**config.mk**
```make
export PLATFORM = sky130hd
export DESIGN_NAME = radar_frame_parser_top
export DESIGN_NICKNAME = d
export VERILOG_FILES = /design/src/design/rfp_pkg.sv /design/src/design/rfp_front.sv /design/src/design/rfp_queue.sv /design/src/design/rfp_back.sv /design/src/design/radar_frame_parser_top.sv
export SDC_FILE = /design/constraint.sdc
export NUM_CORES = 1
export LEC_CHECK = 0
export BUFFER_PORTS_ARGS = -buffer_cell sky130_fd_sc_hd__buf_2
export CAP_MARGIN = 30
export CORE_MARGIN = 5
export CORE_UTILIZATION = 41
export CTS_BUF_LIST = sky130_fd_sc_hd__clkbuf_4 sky130_fd_sc_hd__clkbuf_8
export CTS_CLUSTER_DIAMETER = 40
export CTS_CLUSTER_SIZE = 10
export DETAILED_ROUTE_END_ITERATION = 12
export SYNTH_ARGS = -nofsm -noshare
export SYNTH_HDL_FRONTEND = slang
export SYNTH_HIERARCHICAL = 1
export SYNTH_SLANG_ARGS = --single-unit
```
**constraint.sdc**
```tcl
create_clock -name clk -period 7.4 [get_ports clk]
set_clock_uncertainty 0.05 [all_clocks]
set_input_delay 0 -clock clk [delete_from_list [all_inputs] [get_ports clk]]
set_output_delay 0 -clock clk [all_outputs]
set_load 0.02 [all_outputs]
```
**src/design/rfp_pkg.sv**
```systemverilog
// rfp_pkg: shared types and constants of the radar frame parser.
// Used by rfp_front, rfp_queue, rfp_back and radar_frame_parser_top; no dependencies.
package rfp_pkg;

	localparam int MAX_TARGETS = 8;
	localparam int STORE_DEPTH = 4 + 4 * MAX_TARGETS;
	localparam int OFF_W       = $clog2(STORE_DEPTH);
	localparam int ADDR_W      = $clog2(2 * STORE_DEPTH);
	localparam int N_W         = $clog2(MAX_TARGETS + 1);
	localparam int Q_DEPTH     = 2;
	localparam int Q_PTR_W     = $clog2(Q_DEPTH);
	localparam int Q_CNT_W     = $clog2(Q_DEPTH + 1);
	localparam int OUT_W       = 48;

	localparam logic [7:0] SYNC_RESET = 8'h5A;
	localparam logic [7:0] TYPE_RESET = 8'd7;

	// register indexes of the configuration port
	localparam int CFG_IDX_W = 1;
	localparam logic [CFG_IDX_W-1:0] REG_SYNC = 1'd0;
	localparam logic [CFG_IDX_W-1:0] REG_TYPE = 1'd1;

	// result status codes
	localparam logic [1:0] ST_RECORD = 2'd0;
	localparam logic [1:0] ST_EMPTY  = 2'd1;
	localparam logic [1:0] ST_BADSUM = 2'd2;
	localparam logic [1:0] ST_SHORT  = 2'd3;

	// work handed from the parser to the emitter
	typedef struct packed {
		logic [1:0]     status;
		logic [N_W-1:0] n;
		logic           bank;
	} job_t;

	// record store write port
	typedef struct packed {
		logic              we;
		logic [ADDR_W-1:0] addr;
		logic [7:0]        data;
	} wr_t;

	// emitter has finished with a record bank
	typedef struct packed {
		logic valid;
		logic bank;
	} done_t;

	function automatic logic [ADDR_W-1:0] bank_base(input logic bank);
		return bank ? ADDR_W'(STORE_DEPTH) : '0;
	endfunction

endpackage

```
**src/design/rfp_front.sv**
```systemverilog
// rfp_front: byte parser; hunts for sync, checks the frame sum, writes records into
// the store, queues a job per frame with a bad sum or the report type. Depends on rfp_pkg.
module rfp_front (
	input  logic                          clk,
	input  logic                          arst_n,
	input  logic                          cfg_we,
	input  logic [rfp_pkg::CFG_IDX_W-1:0] cfg_index,
	input  logic [7:0]                    cfg_data,
	input  logic                          s_tvalid,
	output logic                          s_tready,
	input  logic [7:0]                    rx_byte,
	input  logic                          q_full,
	output logic                          push,
	output rfp_pkg::job_t                 job,
	output rfp_pkg::wr_t                  wr,
	input  rfp_pkg::done_t                done
);

	typedef enum logic [4:0] {
		PH_HUNT    = 5'b00001,
		PH_LEN     = 5'b00010,
		PH_TYPE    = 5'b00100,
		PH_PAYLOAD = 5'b01000,
		PH_CHECK   = 5'b10000
	} phase_t;

	phase_t     phase_q;
	logic [7:0] sync_q, rtype_q;
	logic       wb_q;
	logic [1:0] busy_q;
	logic [7:0] len_q, kind_q, sum_q, pc_q, cnt_lo_q, cnt_hi_q;

	logic       acc;
	logic [7:0] sum_next, pc_next, len_m1, fit;
	logic [15:0] count;
	logic [rfp_pkg::N_W-1:0] cap, n;
	logic       job_any;

	assign s_tready = !((phase_q == PH_PAYLOAD) && busy_q[wb_q])
		&& !((phase_q == PH_CHECK) && q_full);
	assign acc      = s_tvalid && s_tready;
	assign sum_next = sum_q + rx_byte;
	assign pc_next  = pc_q + 8'd1;
	assign len_m1   = len_q - 8'd1;
	assign count    = {cnt_hi_q, cnt_lo_q};
	assign cap      = (count > 16'(rfp_pkg::MAX_TARGETS))
		? rfp_pkg::N_W'(rfp_pkg::MAX_TARGETS) : count[rfp_pkg::N_W-1:0];
	assign fit      = (len_m1 - 8'd4) >> 2;
	assign n        = (fit < 8'(cap)) ? fit[rfp_pkg::N_W-1:0] : cap;

	// check byte outcome
	always_comb begin
		job_any    = 1'b1;
		job.status = rfp_pkg::ST_RECORD;
		job.n      = n;
		job.bank   = wb_q;
		priority if (rx_byte != sum_q) begin
			job.status = rfp_pkg::ST_BADSUM;
		end else if (kind_q != rtype_q) begin
			job_any = 1'b0;
		end else if (len_m1 < 8'd4) begin
			job.status = rfp_pkg::ST_SHORT;
		end else if (n == '0) begin
			job.status = rfp_pkg::ST_EMPTY;
		end else begin
			job.status = rfp_pkg::ST_RECORD;
		end
	end

	assign push = acc && (phase_q == PH_CHECK) && job_any;

	always_comb begin
		wr.we   = acc && (phase_q == PH_PAYLOAD) && (pc_q >= 8'd4)
			&& (pc_q < 8'(rfp_pkg::STORE_DEPTH));
		wr.addr = rfp_pkg::bank_base(wb_q)
			+ rfp_pkg::ADDR_W'(pc_q[rfp_pkg::OFF_W-1:0]);
		wr.data = rx_byte;
	end

	always_ff @(posedge clk or negedge arst_n) begin
		if (!arst_n) begin
			phase_q <= PH_HUNT;
			sync_q  <= rfp_pkg::SYNC_RESET;
			rtype_q <= rfp_pkg::TYPE_RESET;
			wb_q    <= 1'b0;
			busy_q  <= '0;
		end else begin
			if (cfg_we) begin
				unique case (cfg_index)
					rfp_pkg::REG_SYNC: sync_q  <= cfg_data;
					rfp_pkg::REG_TYPE: rtype_q <= cfg_data;
					default: ;
				endcase
			end
			if (done.valid)
				busy_q[done.bank] <= 1'b0;
			if (push && job.status == rfp_pkg::ST_RECORD) begin
				busy_q[wb_q] <= 1'b1;
				wb_q         <= !wb_q;
			end
			if (acc) begin
				unique case (phase_q)
					PH_HUNT:    if (rx_byte == sync_q) phase_q <= PH_LEN;
					PH_LEN:     phase_q <= (rx_byte == 8'd0) ? PH_HUNT : PH_TYPE;
					PH_TYPE:    phase_q <= (len_q <= 8'd1) ? PH_CHECK : PH_PAYLOAD;
					PH_PAYLOAD: if (pc_next >= len_m1) phase_q <= PH_CHECK;
					PH_CHECK:   phase_q <= PH_HUNT;
					default:    phase_q <= PH_HUNT;
				endcase
			end
		end
	end

	always_ff @(posedge clk) begin
		if (acc) begin
			unique case (phase_q)
				PH_HUNT: sum_q <= rx_byte;
				PH_LEN: begin
					len_q <= rx_byte;
					sum_q <= sum_next;
					pc_q  <= '0;
				end
				PH_TYPE: begin
					kind_q <= rx_byte;
					sum_q  <= sum_next;
				end
				PH_PAYLOAD: begin
					if (pc_q == 8'd0) cnt_lo_q <= rx_byte;
					if (pc_q == 8'd1) cnt_hi_q <= rx_byte;
					sum_q <= sum_next;
					pc_q  <= pc_next;
				end
				default: ;
			endcase
		end
	end

endmodule

```
**src/design/rfp_queue.sv**
```systemverilog
// rfp_queue: short job queue between parser and emitter.
// Depends on rfp_pkg.
module rfp_queue (
	input  logic          clk,
	input  logic          arst_n,
	input  logic          push,
	input  rfp_pkg::job_t push_job,
	output logic          full,
	input  logic          pop,
	output logic          avail,
	output rfp_pkg::job_t head
);

	rfp_pkg::job_t               slot_q [rfp_pkg::Q_DEPTH];
	logic [rfp_pkg::Q_PTR_W-1:0] wp_q, rp_q;
	logic [rfp_pkg::Q_CNT_W-1:0] cnt_q;

	assign full  = (cnt_q == rfp_pkg::Q_CNT_W'(rfp_pkg::Q_DEPTH));
	assign avail = (cnt_q != '0);
	assign head  = slot_q[rp_q];

	always_ff @(posedge clk or negedge arst_n) begin
		if (!arst_n) begin
			wp_q  <= '0;
			rp_q  <= '0;
			cnt_q <= '0;
		end else begin
			if (push)
				wp_q <= (wp_q == rfp_pkg::Q_PTR_W'(rfp_pkg::Q_DEPTH - 1))
					? '0 : wp_q + 1'b1;
			if (pop)
				rp_q <= (rp_q == rfp_pkg::Q_PTR_W'(rfp_pkg::Q_DEPTH - 1))
					? '0 : rp_q + 1'b1;
			if (push && !pop)
				cnt_q <= cnt_q + 1'b1;
			else if (pop && !push)
				cnt_q <= cnt_q - 1'b1;
		end
	end

	always_ff @(posedge clk) begin
		if (push)
			slot_q[wp_q] <= push_job;
	end

endmodule

```
**src/design/rfp_back.sv**
```systemverilog
// rfp_back: emitter; holds the two-bank record store, reads records back and
// drives the result register. Depends on rfp_pkg.
module rfp_back (
	input  logic                         clk,
	input  logic                         arst_n,
	input  rfp_pkg::wr_t                 wr,
	input  logic                         avail,
	input  rfp_pkg::job_t                head,
	output logic                         pop,
	output rfp_pkg::done_t               done,
	output logic                         m_tvalid,
	input  logic                         m_tready,
	output logic [rfp_pkg::OUT_W-1:0]    m_tdata,
	output logic                         m_tlast
);

	typedef enum logic [2:0] {
		B_IDLE = 3'b001,
		B_LOAD = 3'b010,
		B_SEND = 3'b100
	} bstate_t;

	logic [7:0] mem [2 * rfp_pkg::STORE_DEPTH];
	logic [7:0] rd_data_q;
	logic [rfp_pkg::ADDR_W-1:0] rd_addr;

	bstate_t                 state_q;
	rfp_pkg::job_t           job_q;
	logic [rfp_pkg::N_W-1:0] idx_q;
	logic [2:0]              rd_cnt_q;
	logic [7:0]              rec_q [3];

	logic       m_valid_q, last_q;
	logic [1:0] st_q;
	logic [2:0] oidx_q;
	logic [3:0] otot_q;
	logic [7:0] range_q, angle_q, speed_q, id_q;
	logic       take, rec_last;

	assign rd_addr = rfp_pkg::bank_base(job_q.bank) + rfp_pkg::ADDR_W'(4)
		+ rfp_pkg::ADDR_W'({idx_q, rd_cnt_q[1:0]});

	always_ff @(posedge clk) begin
		if (wr.we)
			mem[wr.addr] <= wr.data;
		rd_data_q <= mem[rd_addr];
	end

	assign take     = m_valid_q && m_tready;
	assign rec_last = (idx_q + 1'b1 == job_q.n);
	assign pop      = (state_q == B_IDLE) && avail;
	assign done.valid = (state_q == B_SEND) && take && last_q
		&& (job_q.status == rfp_pkg::ST_RECORD);
	assign done.bank  = job_q.bank;

	assign m_tvalid = m_valid_q;
	assign m_tlast  = last_q;
	assign m_tdata  = {7'd0, id_q, speed_q, angle_q, range_q, otot_q, oidx_q, st_q};

	always_ff @(posedge clk or negedge arst_n) begin
		if (!arst_n) begin
			state_q   <= B_IDLE;
			m_valid_q <= 1'b0;
		end else begin
			unique case (state_q)
				B_IDLE: if (avail) begin
					if (head.status == rfp_pkg::ST_RECORD) begin
						state_q <= B_LOAD;
					end else begin
						m_valid_q <= 1'b1;
						state_q   <= B_SEND;
					end
				end
				B_LOAD: if (rd_cnt_q == 3'd4) begin
					m_valid_q <= 1'b1;
					state_q   <= B_SEND;
				end
				B_SEND: if (take) begin
					m_valid_q <= 1'b0;
					state_q   <= last_q ? B_IDLE : B_LOAD;
				end
				default: state_q <= B_IDLE;
			endcase
		end
	end

	always_ff @(posedge clk) begin
		unique case (state_q)
			B_IDLE: begin
				job_q    <= head;
				idx_q    <= '0;
				rd_cnt_q <= '0;
				st_q     <= head.status;
				oidx_q   <= '0;
				otot_q   <= '0;
				range_q  <= '0;
				angle_q  <= '0;
				speed_q  <= '0;
				id_q     <= '0;
				last_q   <= 1'b1;
			end
			B_LOAD: begin
				// read data is registered, so it arrives in the cycle after its address
				if (rd_cnt_q != 3'd0 && rd_cnt_q != 3'd4)
					rec_q[rd_cnt_q[1:0] - 2'd1] <= rd_data_q;
				if (rd_cnt_q == 3'd4) begin
					st_q    <= rfp_pkg::ST_RECORD;
					oidx_q  <= idx_q[2:0];
					otot_q  <= 4'(job_q.n);
					range_q <= rec_q[0];
					angle_q <= rec_q[1];
					speed_q <= rec_q[2];
					id_q    <= rd_data_q;
					last_q  <= rec_last;
				end else begin
					rd_cnt_q <= rd_cnt_q + 3'd1;
				end
			end
			B_SEND: if (take) begin
				idx_q    <= idx_q + 1'b1;
				rd_cnt_q <= '0;
			end
			default: ;
		endcase
	end

endmodule

```
**src/design/radar_frame_parser_top.sv**
```systemverilog
// radar_frame_parser_top: top level of the radar frame parser.
// Depends on rfp_pkg, rfp_front, rfp_queue and rfp_back.
//
// s_* carries received serial bytes, one per transfer; m_* carries results.
// Frame: sync, length, type, length-1 payload bytes, 8-bit sum of all before.
// cfg_we/cfg_index/cfg_data write sync_byte (index 0) or report_type (1).
// Header bytes are always taken. A check byte is taken once
// the two-entry job queue has room; a payload byte is held off while the
// emitter still reads the record bank that the byte would overwrite.
// A status result (checksum error, short or empty report) passes from the job
// queue straight into the result register. Records are read from the store one
// byte per cycle and then registered as a result; the next record is read
// after each transfer is taken.
// Parsing of the next frame goes on meanwhile, into the other record bank.
// When m_tready is low the result register holds; the parser keeps taking
// bytes until the queue or the bank it needs is occupied.
// Reset clears the parser to sync hunt, loads the register defaults (0x5A, 7),
// empties the queue and drops m_tvalid. The record store is not cleared.
module radar_frame_parser_top (
	input  logic                          clk,
	input  logic                          arst_n,
	input  logic                          cfg_we,
	input  logic [rfp_pkg::CFG_IDX_W-1:0] cfg_index,
	input  logic [7:0]                    cfg_data,
	input  logic                          s_tvalid,
	output logic                          s_tready,
	input  logic [7:0]                    s_tdata,   // [7:0] rx_byte
	output logic                          m_tvalid,
	input  logic                          m_tready,
	// [1:0] status, [4:2] target_index, [8:5] target_total, [16:9] range_m,
	// [24:17] bearing, [32:25] velocity, [40:33] object_id, [47:41] zero
	output logic [rfp_pkg::OUT_W-1:0]     m_tdata,
	output logic                          m_tlast    // last
);

	logic           push, q_full, pop, avail;
	rfp_pkg::job_t  job, head;
	rfp_pkg::wr_t   wr;
	rfp_pkg::done_t done;

	rfp_front u_front (
		.clk      (clk),
		.arst_n   (arst_n),
		.cfg_we   (cfg_we),
		.cfg_index(cfg_index),
		.cfg_data (cfg_data),
		.s_tvalid (s_tvalid),
		.s_tready (s_tready),
		.rx_byte  (s_tdata),
		.q_full   (q_full),
		.push     (push),
		.job      (job),
		.wr       (wr),
		.done     (done)
	);

	rfp_queue u_queue (
		.clk     (clk),
		.arst_n  (arst_n),
		.push    (push),
		.push_job(job),
		.full    (q_full),
		.pop     (pop),
		.avail   (avail),
		.head    (head)
	);

	rfp_back u_back (
		.clk     (clk),
		.arst_n  (arst_n),
		.wr      (wr),
		.avail   (avail),
		.head    (head),
		.pop     (pop),
		.done    (done),
		.m_tvalid(m_tvalid),
		.m_tready(m_tready),
		.m_tdata (m_tdata),
		.m_tlast (m_tlast)
	);

endmodule
```
==> results.toml <==
[setup_path]
crit_family = "simple AND/OR/NAND/NOR gates"
cp.buffers_inverters = 0
r2r_start = "u_front/phase_q[1]"
reg2reg_to = "u_back/mem[35][4]"
start_kind = "flip-flop"
critPathKind = "flip-flop to flip-flop"
path_cells = "or3_1 > or3_1 > or3_1 > nor3_1 > nor2b_1 > nand3_1 > nor2_1"
cp_slowest_cell = "nor2_1"
r2r_setup_slack_ps = 2610
required_ps = 7670
worstRegToRegCells = 7
cp_common_cell = "or3_1"
arrival_ps = 5060
end_kind = "flip-flop"
slowest_delay_ps = 820
crit_fanout = 15

[synth]
synth_seq_cells = 758
yosys.area_share.adder_pct = 1.60
synth_area_leader_cell = "edfxtp_1"
synth.most_common_cell = "edfxtp_1"
netlist_area_mm2 = 0.0309
netlist_top_cells_count = "edfxtp_1 (718), mux4_2 (154), nor2_1 (105)"
yosysWarnings = 6
synth_top_area_share_pct = 69.8
synth_edf_count = 718
synthArstFlopShare_pct = 4.22
synth_compound_area_share_pct = 2.55
synth.area.mux_share_pct = 13.2
synth.distinct_cells = 70
yosys_most_used_dff = "edfxtp_1"
synth-simple-area-share_pct = 6.11
syn_inst = 1669
syn_area_per_cell_um2 = 18.5
ys_seq_area_share_pct = 73.0
yosys-top-cells-area = "edfxtp_1 (70%), mux4_2 (11%), dfrtp_1 (1.9%)"
synth_top_family_by_area = "multiplexers"
synth_xor_area_share_pct = 1.50

[floorplanning]
core_mm2 = 0.0746
dieHeight_um = 284
rows = 100
die_area_mm2 = 0.0809
die_w_um = 284
pin_count = 73
initial_core_util_pct = 41.4

[routing]
route.vias.total = 16100
initialDrtViolationCount = 1618
drc = 0
wl_um = 72300
via_per_inst = 5.58
routedWlPerCell_um = 25.1
first_pass_iters = 7
final_antenna_net_count = 0

[clock_tree]
cts_root_buffer = "clkbuf_8"
clk-insertion-delay-late_ps = 730
cts_setup_buffers = 0
cts_buffers = 108
clock_sinks = 758
cts.path.max_buffers = 3
htreeDepth = 3
clk_pin_slew_ps = 70
cts_tree = "built"

[power_and_ir_drop]
swShare_pct = 32.6
p_clk_share_pct = 27.8
power.leakage_nw = 11.4
power_density_mw_per_mm2 = 359
combPwrFrac_pct = 30.9
p_int_w = 0.00845
irDropWorstVdd_uv = 433
switching_power_w = 0.00408
p_seq_share_pct = 41.4

[cells_and_area]
postLayoutCellArea_mm2 = 0.0349
largest_register = "u_back/mem"
largest_reg_flops = 576
syn_to_final_growth_pct = 13.1
fin_nets = 1890
drive_gt1_share_pct = 25.5

[sta]
rsz0062_at_grt = "no"
period_share_pct = 64.7
max_freq_mhz = 209
hold_viol = 0
tns_ps = 0
hold-worst-slack_ps = 109
min_period_ps = 4790
maxSlewHeadroom_pct = 33.5
setup_viol = 0
tightest_slew_ps = 988
slew_viol_final = 0

[worst_hold_path]
hp-start = "s_tdata[0]"
hp-class = "input pin to flip-flop"
whs_endpoint = "u_front/cnt_hi_q[0]"
min_path_cells = 2

[grt]
grt_pass1_vias = 16000
grt_max_degree = 133
grt_pass1_wl_um = 107000
track_usage_pct = 17.6
grt_remaining_overflow = 0
antenna_found_initial = 1

[placement]
hpwl_um = 44500
place_congestion = 0.845
port_buffers = 65
postPlaceCellArea_mm2 = 0.0322

[outcome]
status = "finished, final reports clean"

[job]
maxCapViolCount = 0
## power by group through the flow
stage / registers [W] / logic, W / clock network [W]
after global routing: 0.00521 / 0.00410 / 0.00377
after detailed placement: 0.00528 / 0.00385 / 0
after floorplan: 0.00538 / 0.00253 / 0
after CTS: 0.00519 / 0.00388 / 0.00356
after global placement: 0.00527 / 0.00381 / 0
final: 0.00518 / 0.00387 / 0.00348
## worst max-delay path by stage
stage / startpoint / endpoint / cells after the start
2_1_floorplan: u_back/rd_cnt_q[1] / u_back/angle_q[0] / 7
3_3_place_gp: u_front/phase_q[1] / u_back/mem[44][4] / 8
3_5_place_dp: u_front/phase_q[1] / u_back/mem[44][6] / 8
4_1_cts: u_front/phase_q[1] / u_back/mem[44][3] / 8
5_1_grt: u_front/phase_q[0] / u_back/mem[35][4] / 9
6_report: u_front/phase_q[1] / u_back/mem[35][4] / 7
## metal layers
metal  GRT usage, %  up-vias  part of all wire, %
met4           4.96        0                  2.5
li1               -     6939                    -
met1           25.0     8424                   43
met5              0        -                    0
met2           27.8      592                   48
met3           3.66      112                  6.4
## through the flow
| step | utilization (%) | setup slack [ps] | std cells | power [W] |
|---|---|---|---|---|
| CTS | 46.7 | 2610 | 2871 | 0.0126 |
| detailed placement | 43.1 | 2640 | 2646 | 0.00912 |
| global placement | 43.1 | 2820 | 2643 | 0.00908 |
| finish | 46.8 | 2610 | 2878 | 0.0125 |
| floorplan | - | 2430 | 1675 | 0.00790 |
| global route | 46.8 | 2500 | 2878 | 0.0131 |
## cell usage in the layout, fill, tap and decap left out, types with 10 or more instances in the layout
| cell type | n |
|---|---|
| dlygate4sd3_1 | 36 |
| a22oi_1 | 19 |
| ha_1 | 36 |
| nand2_1 | 70 |
| buf_4 | 19 |
| nor2b_1 | 19 |
| mux2i_1 | 14 |
| nor4_1 | 13 |
| clkinv_2 | 12 |
| mux4_2 | 154 |
| nand3_1 | 53 |
| xnor2_1 | 20 |
| a21oi_1 | 27 |
| clkbuf_8 | 110 |
| nor3_1 | 16 |
| o21ai_0 | 17 |
| mux2_2 | 40 |
| and2_1 | 46 |
| xor2_1 | 33 |
| bufinv_16 | 10 |
| clkinv_1 | 15 |
| dfrtp_1 | 23 |
| nor2_1 | 104 |
| clkbuf_4 | 17 |
| inv_1 | 31 |
| buf_2 | 69 |
| edfxtp_1 | 718 |
## repair_timing
action | in CTS | in global routing
resized for setup | 0 | 0
endpoints found under the setup margin | 0 | 0
endpoints found under the hold margin | 220 | 0
hold buffers | 37 | 0
## cells by family after synthesis
logic type,Yosys count
AO/OA/AOI/OAI,114
XOR/XNOR,53
adder cells (fa/ha/maj),39
buffers and inverters,119
flip-flops,758
multiplexers,209
other,1
AND/OR/NAND/NOR,376
## cell type report
class                   instances  area [µm²]
well taps                     969        1210
fillers                      6239       39700
flip-flops and latches        758       22500
diodes                          1        2.50
repair buffers                131         998
multi-input cells             798        7750
inverters                      33         124
clock buffers                 126        1630
clock inverters                62         649
(Power assumes the default switching activity.)
